### src/hw/rtl/lplt_pkg.sv
// Shared types, codes and character helpers for the list tokenizer.
package lplt_pkg;

  localparam int MAX_DEPTH = 64;
  localparam int DEPTH_W   = $clog2(MAX_DEPTH + 1);
  localparam int NEST_W    = 7;
  localparam int VAL_W     = 64;
  localparam int KIND_W    = 3;
  localparam int MODE_W    = 3;

  // Parser modes.
  localparam logic [MODE_W-1:0] M_IDLE   = 3'd0;
  localparam logic [MODE_W-1:0] M_NUM    = 3'd1;
  localparam logic [MODE_W-1:0] M_STR    = 3'd2;
  localparam logic [MODE_W-1:0] M_WORD   = 3'd3;
  localparam logic [MODE_W-1:0] M_NEEDWS = 3'd4;
  localparam logic [MODE_W-1:0] M_HUNT   = 3'd5;
  localparam logic [MODE_W-1:0] M_ERR    = 3'd6;

  // Event kinds.
  localparam logic [KIND_W-1:0] EV_NUM   = 3'd0;
  localparam logic [KIND_W-1:0] EV_SHDR  = 3'd1;
  localparam logic [KIND_W-1:0] EV_SBYTE = 3'd2;
  localparam logic [KIND_W-1:0] EV_WBYTE = 3'd3;
  localparam logic [KIND_W-1:0] EV_WEND  = 3'd4;
  localparam logic [KIND_W-1:0] EV_OPEN  = 3'd5;
  localparam logic [KIND_W-1:0] EV_CLOSE = 3'd6;
  localparam logic [KIND_W-1:0] EV_ERR   = 3'd7;

  // Error codes.
  localparam logic [VAL_W-1:0] ERR_OVERFLOW  = 64'd0;
  localparam logic [VAL_W-1:0] ERR_MALFORMED = 64'd1;
  localparam logic [VAL_W-1:0] ERR_TOO_DEEP  = 64'd2;

  // Characters with a meaning of their own.
  localparam logic [7:0] CH_SPACE  = 8'h20;
  localparam logic [7:0] CH_NL     = 8'h0A;
  localparam logic [7:0] CH_LPAREN = 8'h28;
  localparam logic [7:0] CH_RPAREN = 8'h29;
  localparam logic [7:0] CH_COLON  = 8'h3A;
  localparam logic [7:0] CH_MINUS  = 8'h2D;
  localparam logic [7:0] CH_ZERO   = 8'h30;

  typedef struct packed {
    logic [KIND_W-1:0] kind;
    logic [VAL_W-1:0]  value;
    logic [NEST_W-1:0] depth;
    logic              last;
  } event_t;

  function automatic logic is_ws(input logic [7:0] b);
    return b inside {CH_SPACE, CH_NL};
  endfunction

  function automatic logic is_digit(input logic [7:0] b);
    return b inside {[8'h30:8'h39]};
  endfunction

  function automatic logic is_alpha(input logic [7:0] b);
    return b inside {[8'h41:8'h5A], [8'h61:8'h7A]};
  endfunction

endpackage

### src/hw/rtl/lplt_if.sv
// Handshake channel interfaces for the input bytes, the events and the configuration write.
interface lplt_in_if;
  logic       valid;
  logic       ready;
  logic [7:0] data_byte;
  logic       restart;
  modport source (output valid, data_byte, restart, input ready);
  modport sink   (input valid, data_byte, restart, output ready);
endinterface

interface lplt_out_if;
  logic        valid;
  logic        ready;
  logic [2:0]  event_kind;
  logic [63:0] event_value;
  logic [6:0]  nesting_depth;
  logic        last_string_byte;
  modport source (output valid, event_kind, event_value, nesting_depth, last_string_byte,
                  input ready);
  modport sink   (input valid, event_kind, event_value, nesting_depth, last_string_byte,
                  output ready);
endinterface

interface lplt_cfg_if;
  logic valid;
  logic ready;
  logic hunt_for_start;
  modport source (output valid, hunt_for_start, input ready);
  modport sink   (input valid, hunt_for_start, output ready);
endinterface

### src/hw/rtl/lplt_parse.sv
// Parser state registers and the per-byte next-state and event logic.
module lplt_parse import lplt_pkg::*; (
  input  logic       clk,
  input  logic       rst_n,
  input  logic       step,
  input  logic [7:0] byte_in,
  input  logic       restart,
  input  logic       hunt,
  output logic       ev_fire,
  output event_t     ev
);

  logic [MODE_W-1:0]  mode_r, mode_nxt, mode_c;
  logic [VAL_W-1:0]   acc_r, acc_nxt, acc_c;
  logic [VAL_W-1:0]   rem_r, rem_nxt, rem_c, rem_dec;
  logic [DEPTH_W-1:0] depth_r, depth_nxt, depth_c;
  logic               slp_r, slp_nxt, slp_c;
  logic [VAL_W+3:0]   acc_x10;
  logic               acc_ovf;
  logic [VAL_W-1:0]   byte_val;

  // A restart clears the parse state before the byte is looked at.
  always_comb begin
    mode_c  = restart ? (hunt ? M_HUNT : M_IDLE) : mode_r;
    acc_c   = restart ? '0 : acc_r;
    rem_c   = restart ? '0 : rem_r;
    depth_c = restart ? '0 : depth_r;
    slp_c   = restart ? 1'b0 : slp_r;
  end

  // Multiply by ten as two shifted copies, plus the new digit; any carry
  // out of 64 bits is an overflow.
  assign acc_x10 = {1'b0, acc_c, 3'b000} + {3'b000, acc_c, 1'b0}
                 + {{VAL_W{1'b0}}, 4'(byte_in - CH_ZERO)};
  assign acc_ovf = |acc_x10[VAL_W+3:VAL_W];
  assign rem_dec = rem_c - VAL_W'(1);
  assign byte_val = {{(VAL_W - 8){1'b0}}, byte_in};

  always_comb begin
    mode_nxt  = mode_c;
    acc_nxt   = acc_c;
    rem_nxt   = rem_c;
    depth_nxt = depth_c;
    slp_nxt   = slp_c;
    ev_fire   = 1'b0;
    ev.kind   = EV_NUM;
    ev.value  = '0;
    ev.last   = 1'b0;

    case (mode_c)
      M_HUNT: begin
        if (slp_c && is_ws(byte_in)) begin
          slp_nxt   = 1'b0;
          depth_nxt = DEPTH_W'(1);
          mode_nxt  = M_IDLE;
          ev_fire   = 1'b1;
          ev.kind   = EV_OPEN;
        end else begin
          slp_nxt = (byte_in == CH_LPAREN);
        end
      end
      M_IDLE: begin
        if (is_ws(byte_in)) begin
          mode_nxt = M_IDLE;
        end else if (is_digit(byte_in)) begin
          acc_nxt  = {{(VAL_W - 4){1'b0}}, 4'(byte_in - CH_ZERO)};
          mode_nxt = M_NUM;
        end else if (is_alpha(byte_in)) begin
          mode_nxt = M_WORD;
          ev_fire  = 1'b1;
          ev.kind  = EV_WBYTE;
          ev.value = byte_val;
        end else if (byte_in == CH_LPAREN) begin
          ev_fire = 1'b1;
          if (depth_c >= DEPTH_W'(MAX_DEPTH)) begin
            mode_nxt = M_ERR;
            ev.kind  = EV_ERR;
            ev.value = ERR_TOO_DEEP;
          end else begin
            depth_nxt = depth_c + DEPTH_W'(1);
            mode_nxt  = M_NEEDWS;
            ev.kind   = EV_OPEN;
          end
        end else if (byte_in == CH_RPAREN && depth_c != '0) begin
          depth_nxt = depth_c - DEPTH_W'(1);
          mode_nxt  = M_NEEDWS;
          ev_fire   = 1'b1;
          ev.kind   = EV_CLOSE;
        end else begin
          mode_nxt = M_ERR;
          ev_fire  = 1'b1;
          ev.kind  = EV_ERR;
          ev.value = ERR_MALFORMED;
        end
      end
      M_NUM: begin
        ev_fire = 1'b1;
        if (is_digit(byte_in)) begin
          if (acc_ovf) begin
            mode_nxt = M_ERR;
            ev.kind  = EV_ERR;
            ev.value = ERR_OVERFLOW;
          end else begin
            acc_nxt = acc_x10[VAL_W-1:0];
            ev_fire = 1'b0;
          end
        end else if (byte_in == CH_COLON) begin
          rem_nxt  = acc_c;
          mode_nxt = (acc_c == '0) ? M_NEEDWS : M_STR;
          ev.kind  = EV_SHDR;
          ev.value = acc_c;
        end else if (is_ws(byte_in)) begin
          mode_nxt = M_IDLE;
          ev.kind  = EV_NUM;
          ev.value = acc_c;
        end else begin
          mode_nxt = M_ERR;
          ev.kind  = EV_ERR;
          ev.value = ERR_MALFORMED;
        end
      end
      M_STR: begin
        rem_nxt  = rem_dec;
        ev_fire  = 1'b1;
        ev.kind  = EV_SBYTE;
        ev.value = byte_val;
        if (rem_dec == '0) begin
          mode_nxt = M_NEEDWS;
          ev.last  = 1'b1;
        end
      end
      M_WORD: begin
        ev_fire = 1'b1;
        if (is_alpha(byte_in) || is_digit(byte_in) || byte_in == CH_MINUS) begin
          ev.kind  = EV_WBYTE;
          ev.value = byte_val;
        end else if (is_ws(byte_in)) begin
          mode_nxt = M_IDLE;
          ev.kind  = EV_WEND;
        end else begin
          mode_nxt = M_ERR;
          ev.kind  = EV_ERR;
          ev.value = ERR_MALFORMED;
        end
      end
      M_NEEDWS: begin
        if (is_ws(byte_in)) begin
          mode_nxt = M_IDLE;
        end else begin
          mode_nxt = M_ERR;
          ev_fire  = 1'b1;
          ev.kind  = EV_ERR;
          ev.value = ERR_MALFORMED;
        end
      end
      default: begin
        mode_nxt = mode_c;
      end
    endcase

    // The reported depth is the depth after this byte's update.
    ev.depth = NEST_W'(depth_nxt);
  end

  always_ff @(posedge clk) begin
    if (!rst_n) begin
      mode_r  <= M_IDLE;
      acc_r   <= '0;
      rem_r   <= '0;
      depth_r <= '0;
      slp_r   <= 1'b0;
    end else if (step) begin
      mode_r  <= mode_nxt;
      acc_r   <= acc_nxt;
      rem_r   <= rem_nxt;
      depth_r <= depth_nxt;
      slp_r   <= slp_nxt;
    end
  end

endmodule

### src/hw/rtl/lplt_out_stage.sv
// Result register that holds one event until the sink takes the beat.
module lplt_out_stage import lplt_pkg::*; (
  input  logic           clk,
  input  logic           rst_n,
  input  logic           load,
  input  event_t         ev,
  output logic           free,
  lplt_out_if.source     out_ch
);

  logic   valid_r;
  event_t ev_r;

  assign free = !valid_r || out_ch.ready;

  always_ff @(posedge clk) begin
    if (!rst_n) begin
      valid_r <= 1'b0;
    end else if (free) begin
      valid_r <= load;
    end
  end

  always_ff @(posedge clk) begin
    if (free && load) begin
      ev_r <= ev;
    end
  end

  assign out_ch.valid            = valid_r;
  assign out_ch.event_kind       = ev_r.kind;
  assign out_ch.event_value      = ev_r.value;
  assign out_ch.nesting_depth    = ev_r.depth;
  assign out_ch.last_string_byte = ev_r.last;

endmodule

### src/hw/rtl/length_prefixed_list_tokenizer_top.sv
// Top level of the length-prefixed list tokenizer.
//
//   channel   direction  beat contents
//   in_ch     sink       data_byte, restart
//   out_ch    source     event_kind, event_value, nesting_depth, last_string_byte
//   cfg_ch    sink       hunt_for_start
//
// One byte per cycle unless the output stalls: a byte sits in the input register,
// the parser updates its state and fills the result register in that same cycle.
// The 64-bit multiply-by-ten add with its overflow carry sets the clock period.
// A stalled result register holds the byte in the input register and drops
// in_ch.ready. Reset clears all parse state and hunt_for_start; cfg_ch is always ready.
module length_prefixed_list_tokenizer_top import lplt_pkg::*; (
  input  logic        clk,
  input  logic        rst_n,
  lplt_in_if.sink     in_ch,
  lplt_out_if.source  out_ch,
  lplt_cfg_if.sink    cfg_ch
);

  logic       v0_r;
  logic [7:0] byte0_r;
  logic       restart0_r;
  logic       hunt_r;
  logic       out_free;
  logic       step;
  logic       ev_fire;
  event_t     ev;

  assign step        = v0_r && out_free;
  assign in_ch.ready = !v0_r || out_free;
  assign cfg_ch.ready = 1'b1;

  always_ff @(posedge clk) begin
    if (!rst_n) begin
      v0_r <= 1'b0;
    end else if (in_ch.ready) begin
      v0_r <= in_ch.valid;
    end
  end

  always_ff @(posedge clk) begin
    if (in_ch.ready && in_ch.valid) begin
      byte0_r    <= in_ch.data_byte;
      restart0_r <= in_ch.restart;
    end
  end

  always_ff @(posedge clk) begin
    if (!rst_n) begin
      hunt_r <= 1'b0;
    end else if (cfg_ch.valid) begin
      hunt_r <= cfg_ch.hunt_for_start;
    end
  end

  lplt_parse u_parse (
    .clk     (clk),
    .rst_n   (rst_n),
    .step    (step),
    .byte_in (byte0_r),
    .restart (restart0_r),
    .hunt    (hunt_r),
    .ev_fire (ev_fire),
    .ev      (ev)
  );

  lplt_out_stage u_out (
    .clk    (clk),
    .rst_n  (rst_n),
    .load   (step && ev_fire),
    .ev     (ev),
    .free   (out_free),
    .out_ch (out_ch)
  );

endmodule

### src/flat_wrapper.sv
// flat-port wrapper written by rule: the top's interface ports become plain ports
module length_prefixed_list_tokenizer_top_flat import lplt_pkg::*;
  (clk, rst_n, in_ch_valid, in_ch_data_byte, in_ch_restart, in_ch_ready, out_ch_valid, out_ch_event_kind, out_ch_event_value, out_ch_nesting_depth, out_ch_last_string_byte, out_ch_ready, cfg_ch_valid, cfg_ch_hunt_for_start, cfg_ch_ready);
  lplt_in_if in_ch_i ();
  lplt_out_if out_ch_i ();
  lplt_cfg_if cfg_ch_i ();
  input  logic clk;
  input  logic rst_n;
  input wire logic [$bits(in_ch_i.valid)-1:0] in_ch_valid;
  input wire logic [$bits(in_ch_i.data_byte)-1:0] in_ch_data_byte;
  input wire logic [$bits(in_ch_i.restart)-1:0] in_ch_restart;
  output wire logic [$bits(in_ch_i.ready)-1:0] in_ch_ready;
  output wire logic [$bits(out_ch_i.valid)-1:0] out_ch_valid;
  output wire logic [$bits(out_ch_i.event_kind)-1:0] out_ch_event_kind;
  output wire logic [$bits(out_ch_i.event_value)-1:0] out_ch_event_value;
  output wire logic [$bits(out_ch_i.nesting_depth)-1:0] out_ch_nesting_depth;
  output wire logic [$bits(out_ch_i.last_string_byte)-1:0] out_ch_last_string_byte;
  input wire logic [$bits(out_ch_i.ready)-1:0] out_ch_ready;
  input wire logic [$bits(cfg_ch_i.valid)-1:0] cfg_ch_valid;
  input wire logic [$bits(cfg_ch_i.hunt_for_start)-1:0] cfg_ch_hunt_for_start;
  output wire logic [$bits(cfg_ch_i.ready)-1:0] cfg_ch_ready;
  assign in_ch_i.valid = in_ch_valid;
  assign in_ch_i.data_byte = in_ch_data_byte;
  assign in_ch_i.restart = in_ch_restart;
  assign in_ch_ready = in_ch_i.ready;
  assign out_ch_valid = out_ch_i.valid;
  assign out_ch_event_kind = out_ch_i.event_kind;
  assign out_ch_event_value = out_ch_i.event_value;
  assign out_ch_nesting_depth = out_ch_i.nesting_depth;
  assign out_ch_last_string_byte = out_ch_i.last_string_byte;
  assign out_ch_i.ready = out_ch_ready;
  assign cfg_ch_i.valid = cfg_ch_valid;
  assign cfg_ch_i.hunt_for_start = cfg_ch_hunt_for_start;
  assign cfg_ch_ready = cfg_ch_i.ready;
  length_prefixed_list_tokenizer_top u_core (.clk(clk), .rst_n(rst_n), .in_ch(in_ch_i), .out_ch(out_ch_i), .cfg_ch(cfg_ch_i));
endmodule
### config.mk
export PLATFORM = sky130hd
export DESIGN_NAME = length_prefixed_list_tokenizer_top_flat
export DESIGN_NICKNAME = d
export VERILOG_FILES = /design/src/hw/rtl/lplt_pkg.sv /design/src/hw/rtl/lplt_if.sv /design/src/hw/rtl/lplt_parse.sv /design/src/hw/rtl/lplt_out_stage.sv /design/src/hw/rtl/length_prefixed_list_tokenizer_top.sv /design/src/flat_wrapper.sv
export SDC_FILE = /design/constraint.sdc
export NUM_CORES = 1
export LEC_CHECK = 0
export ABC_AREA = 1
export BUFFER_PORTS_ARGS = -buffer_cell sky130_fd_sc_hd__clkbuf_2
export CAP_MARGIN = 20
export CORE_UTILIZATION = 24
export DETAILED_ROUTE_END_ITERATION = 10
export GPL_ROUTABILITY_DRIVEN = 0
export RECOVER_POWER = 50
export SLEW_MARGIN = 20
export SYNTH_ARGS = -nofsm -noshare
export SYNTH_HDL_FRONTEND = slang
export SYNTH_HIERARCHICAL = 1
export SYNTH_SLANG_ARGS = --single-unit
### constraint.sdc
create_clock -name clk -period 10.3 [get_ports clk]
set_clock_uncertainty 0.1 [all_clocks]
set_input_delay 2.06 -clock clk [delete_from_list [all_inputs] [get_ports clk]]
set_output_delay 2.06 -clock clk [all_outputs]
set_load 0.01 [all_outputs]
Word level (Yosys, flattened, before mapping)
Cells that the tools add are included.
- register bits: 226
- bits of input ports: 15
- output and inout bits: 78
- logic and storage cells: 127
- add/subtract/negate cells: 6
- order comparisons: 7
- equality and inequality tests: 11
- mux-type cells: 66
- reductions and logical operators: 23
- operators by type and width (operator ; number):
    $mux W67 ; 10
    $mux W64 ; 8
    $pmux W64 S5 ; 1
    $pmux W64 S2 ; 2
    $logic_not A64 Y1 ; 2
    $add A67 B65 Y68 ; 1
    $add A68 B4 Y68 ; 1
    $sub A64 B1 Y64 const B ; 1
    $mux W7 ; 8
    $mux W3 ; 15
    $eq A8 B6 Y1 const B ; 5
    $pmux W3 S6 ; 2
    $ge A8 B7 Y1 const B ; 2
    $le A8 B7 Y1 const B ; 2
    $pmux W7 S2 ; 1
    $mux W1 ; 13
    $mux W2 ; 5
    $logic_and A1 B1 Y1 ; 9
    $eq A8 B4 Y1 const B ; 1
    $ge A8 B6 Y1 const B ; 1
    $le A8 B6 Y1 const B ; 1
    $add A7 B1 Y7 const B ; 1
    $ge A7 B7 Y1 const B ; 1
    $reduce_bool A7 Y1 ; 1
    other kinds (12) ; 19

Longest topological paths before layout
- depth in word-level cells: 9
- depth in mapped cells: 35
- mapped depth without buffers: 30

Cells and area by module
Netlist, hierarchy kept.
- modules (own cells, without submodules) (module ; instances ; cells each ; area an instance (sq um) ; seq. area each (sq um)):
    lplt_parse ; 1 ; 3386 ; 18536.5 ; 2782.7
    lplt_out_stage ; 1 ; 82 ; 2303.5 ; 2272.2
    length_prefixed_list_tokenizer_top ; 1 ; 27 ; 384.1 ; 310.3

Worst setup path after synthesis
Ideal clock, no wire load.
- path kind: register to register
- start: reg u_core.restart0_r
- end: reg u_core.u_out.ev_r, in the netlist u_core/u_out/out_ch.event_kind[0] (enable)
- library setup time: 0.533 ns
- data arrival time: 7.381 ns
- required time: 9.667 ns
- slack: 2.286 ns
- stages on the path, launching flop included: 30
- path buffers: 6
- period minus slack after synthesis: 8.014 ns
- path through: edfxtp_1 -> buf_6 -> inv_4 -> buf_6 -> buf_6 -> buf_6 -> buf_6 -> buf_2 -> nand2_1 -> inv_1 -> ha_1 -> ha_1 -> nand2_1 -> nor2_1 -> inv_1 -> nor2_1 -> nand2_1 -> nor3_1 -> nand3_1 -> nand3_2 -> nor2_4 -> nand3_4 -> nand2_2 -> inv_1 -> nor2_1 -> nand4_1 -> inv_1 -> nor2_1 -> inv_1 -> a21oi_1
- longest elaborated chain between the ends: 9
- elaborated cells on any way between the ends: 20
- those cells by class: add/sub: 2; eq/ne: 5; mux: 7; reduce/logical: 6
- RTL lines (element ; line ; text):
    start, declared ; length_prefixed_list_tokenizer_top.sv:23 ; logic restart0_r;
    start signal, assigned ; length_prefixed_list_tokenizer_top.sv:45 ; restart0_r <= in_ch.restart;
    $mux W64 ; lplt_parse.sv:25 ; acc_c = restart ? '0 : acc_r;
    $add A67 B65 Y68 ; lplt_parse.sv:33 ; assign acc_x10 = {1'b0, acc_c, 3'b000} + {3'b000, acc_c, 1'b0}
    $add A68 B4 Y68 ; lplt_parse.sv:34 ; + {{VAL_W{1'b0}}, 4'(byte_in - CH_ZERO)};
    $reduce_or A4 Y1 ; lplt_parse.sv:35 ; assign acc_ovf = |acc_x10[VAL_W+3:VAL_W];
    $mux W1 ; lplt_parse.sv:99 ; if (acc_ovf) begin
    $mux W1 ; lplt_parse.sv:98 ; if (is_digit(byte_in)) begin
    $pmux W1 S5 (*) ; lplt_parse.sv:50 ; case (mode_c)
    via u_core.ev_fire ; length_prefixed_list_tokenizer_top.sv:27 ; logic ev_fire;
    $logic_and A1 B1 Y1 (*) ; length_prefixed_list_tokenizer_top.sv:71 ; .load (step && ev_fire),
    $logic_and A1 B1 Y1 (*) ; lplt_out_stage.sv:25 ; if (free && load) begin
    end signal, assigned ; lplt_out_stage.sv:26 ; ev_r <= ev;
    end, declared ; lplt_out_stage.sv:12 ; event_t ev_r;
The timed path passes the listed nets; every way through them passes the cells marked *.
A chain may end at the register's enable or synchronous reset.

==> run_results.csv <==
group,metric,value,unit
yosys,synth_nets,3643,
sta,final.period_utilization,0.804,
routing,num_vias,23056,
routing,vias_per_cell,4.92,
clock_network,clock_latency,0.57,ns
sta,setup_violations,0,
routing,routedWlPerCell,17.1,µm
setup_path,crit_required,10.30,ns
setup_path,critPathArrivalTime,8.29,ns
routing,drt_pass1_iterations,6,
yosys,synthAdderAreaFrac,0.0788,
clock_network,ctsHoldBuffers,0,
global_route,use_met2,0.281,
floorplanning,core,0.0872,mm²
routing,wl,80.3,mm
clock_network,h-tree-depth,1,
pwr,ir_drop,0.000101,V
routing,drt_iter0_drc,2502,
clock_network,cts_setup_buffers,0,
yosys,synth_area,0.0212,mm²
yosys,synth_xor_area_frac,0.0198,
clock_network,cts_buffers,25,
global_route,gr-usage-met3,0.0141,
setup_path,cp-start-kind,"flip-flop",
run_status,status,"finished, violations left",
place,place_hpwl,62.4,mm
yosys,async_flop_share,0,
floorplanning,start_util,0.244,
yosys,synth_top_family_by_area,"simple AND/OR/NAND/NOR gates",
yosys,synthMuxAreaShare,0,
sta,fmax,121,MHz
floorplanning,fp-row-count,108,
floorplanning,die_h,299,µm
setup_path,endpoint_kind,"flip-flop",
pwr,leakage,11.7,nW
yosys,synth_cell_type_count,58,
yosys,yosysTopAreaCell,"nand2_1",
pwr,power.density,115,mW/mm²
floorplanning,die_width,299,µm
sta,hold_viol,0,
final_layout,area_delta_synth_final,10.4,%
final_layout,diodes,0,
yosys,synth-seq-cells,226,
job,maxCapViolations,6,
global_route,grtUsageTotal,0.173,
final_layout,final_util,0.269,
yosys,yosysSeqAreaShare,0.253,
worst_hold_path,hp-class,"flip-flop to flip-flop",
clock_network,tritoncts,"done",
global_route,grt-busiest-layer,"met2",
setup_path,critPathMaxFanout,69,
sta,tightest_slew,3.69,ns
routing,ant_nets,0,
yosys,syn_area_per_cell,6.07,µm²
floorplanning,pin_count,93,
clock_network,cts_buffer_depth,3,
sta,drv_slew,311,
final_layout,nNetsFinal,3659,
yosys,synth-simple-area-share,0.357,
sta,rsz0062_at_grt,"no",
global_route,grt_max_degree,112,
final_layout,drive_gt1_frac,0.0601,
global_route,met1_usage,0.234,
sta,slew_headroom,-1.46,
clock_network,cts.clk_slew.worst_paths,0.07,ns
clock_network,cts.sinks,226,
yosys,yosysTopAreaCellShare,0.179,
sta,finalSetupTns,0,ns
setup_path,critical_path_class,"flip-flop to flip-flop",
yosys,synth_compound_area_frac,0.178,
place,io_buffers,91,
sta,fin_crit,8.29,ns
global_route,grt_overflow,0,
global_route,grt_pass1_wl,123,mm
yosys,synthTopCellsByArea,"nand2_1, dfxtp_1, edfxtp_1, nor2_1, inv_1",
clock_network,cts-root-buf,"clkbuf_16",
yosys,ys.flop_type,"dfxtp_1",
routing,drc,0,
floorplanning,die-area,0.0896,mm²
global_route,antenna_found_initial,0,
clock_network,post_cts_resize_count,0,
run_status,violations,"max-capacitance violations, max-slew violations",
yosys,ys_warn_count,6,
global_route,grt_pass1_vias,21525,
yosys,synth_edf_count,84,
yosys,synthCells,3495,
[final timing paths]
check	from	to	slack, ns	depth (start not counted)
worst max-delay path	u_core/restart0_r$_DFFE_PP_	u_core/u_out/out_ch.event_value[33]$_DFFE_PP_	2.01	11
worst min-delay path	u_core/u_parse/acc_r[16]$_SDFFE_PN0P_	u_core/u_parse/acc_r[16]$_SDFFE_PN0P_	0.37	2
worst max register to register	u_core/restart0_r$_DFFE_PP_	u_core/u_out/out_ch.event_value[33]$_DFFE_PP_	2.01	11
worst min register to register	u_core/u_parse/acc_r[16]$_SDFFE_PN0P_	u_core/u_parse/acc_r[16]$_SDFFE_PN0P_	0.37	2
[per-stage QoR]
step                power, mW  worst slack (ns)  instance area, µm²  hold WS [ns]  cells
CTS                      2.71              3.22               23600         0.368   4685
global placement         1.75              3.41               22700         0.353   4639
detailed placement       1.75              3.26               22700         0.358   4639
finish                   2.70              2.01               23400         0.366   4685
global route             2.83              1.61               23400         0.385   4685
floorplan                1.53              2.29               21200         0.345   3495
[cell usage after synthesis, types with 9 or more instances]
| cell | instances |
|---|---|
| o21ai_1 | 11 |
| nor2_2 | 21 |
| o211ai_1 | 14 |
| nand3b_1 | 9 |
| o21bai_1 | 13 |
| o221a_2 | 25 |
| a41oi_1 | 23 |
| ha_1 | 132 |
| xor2_1 | 15 |
| inv_2 | 28 |
| nor3_1 | 19 |
| xnor2_1 | 33 |
| o21ai_0 | 288 |
| dfxtp_1 | 142 |
| nor4_1 | 14 |
| nand4_1 | 33 |
| nand2_2 | 36 |
| nand2_1 | 1011 |
| o2111ai_1 | 9 |
| a221oi_1 | 10 |
| edfxtp_1 | 84 |
| a21oi_1 | 224 |
| nor2_4 | 11 |
| nor2_1 | 491 |
| nand3_1 | 156 |
| buf_2 | 25 |
| clkbuf_1 | 80 |
| inv_1 | 452 |
| buf_6 | 9 |
[sequential cells by signal, indices dropped and copies added (netlist names)]
register and cells:
u_core/byte0_r 8, u_core/hunt_r 1, u_core/restart0_r 1, u_core/u_out/out_ch.event_kind 3, u_core/u_out/out_ch.event_value 64, u_core/u_out/out_ch.last_string_byte 1
u_core/u_out/out_ch.nesting_depth 7, u_core/u_out/out_ch.valid 1, u_core/u_parse/acc_r 64, u_core/u_parse/depth_r 7, u_core/u_parse/mode_r 3, u_core/u_parse/rem_r 64
u_core/u_parse/slp_r 1, u_core/v0_r 1
[kinds of logic after synthesis]
group / after synthesis
fa+ha+maj: 133
flops: 226
other cells: 1
buf+inv: 607
compound gates: 657
simple gates: 1823
xor+xnor: 48
[layout make-up]
cell class                      count  area [µm²]
Clock buffer                       35         723
Inverter                          486        1830
Multi-Input combinational cell   2662       13500
Sequential cell                   226        5370
Clock inverter                     11         135
Timing Repair Buffer              110         482
Tap cell                         1155        1450
Fill cell                        9895       63700
[layer usage]
metal | wire length (µm) | vias to the layer above
met4 | 3770 | 0
met3 | 5580 | 165
met1 | 35200 | 10581
met2 | 35800 | 936
li1 | - | 11374
met5 | 0 | -
[power breakdown]
| group | switching (mW) | internal [mW] | total (mW) |
|---|---|---|---|
| logic | 0.544 | 0.200 | 0.745 |
| clock network | 0.405 | 0.546 | 0.952 |
| registers | 0.0291 | 0.979 | 1.01 |
| total | 0.979 | 1.73 | 2.70 |
[worst max-delay path: stages, from the launching register on]
cell,delay (ns)
edfxtp_1,0.43
inv_4,0.60
nand2_1,0.15
inv_1,0.21
nor2_1,0.11
nand2_2,0.06
clkbuf_1,2.19
clkinv_1,0.47
buf_4,0.52
nand3_1,0.18
clkbuf_1,2.15
nor2_1,0.48
[cells in the final DEF, fill, tap and decap left out, types with 25 or more instances in the layout]
cell type / instances
dfxtp_1: 142
ha_1: 132
nand2_1: 1011
xnor2_1: 33
edfxtp_1: 84
nand2_2: 35
clkbuf_1: 87
inv_1: 454
o21ai_0: 290
clkbuf_16: 25
nand3_1: 156
a21oi_1: 223
nand4_1: 33
nor2_1: 490
o221a_2: 25
Power figures use the tool's default switching activity.
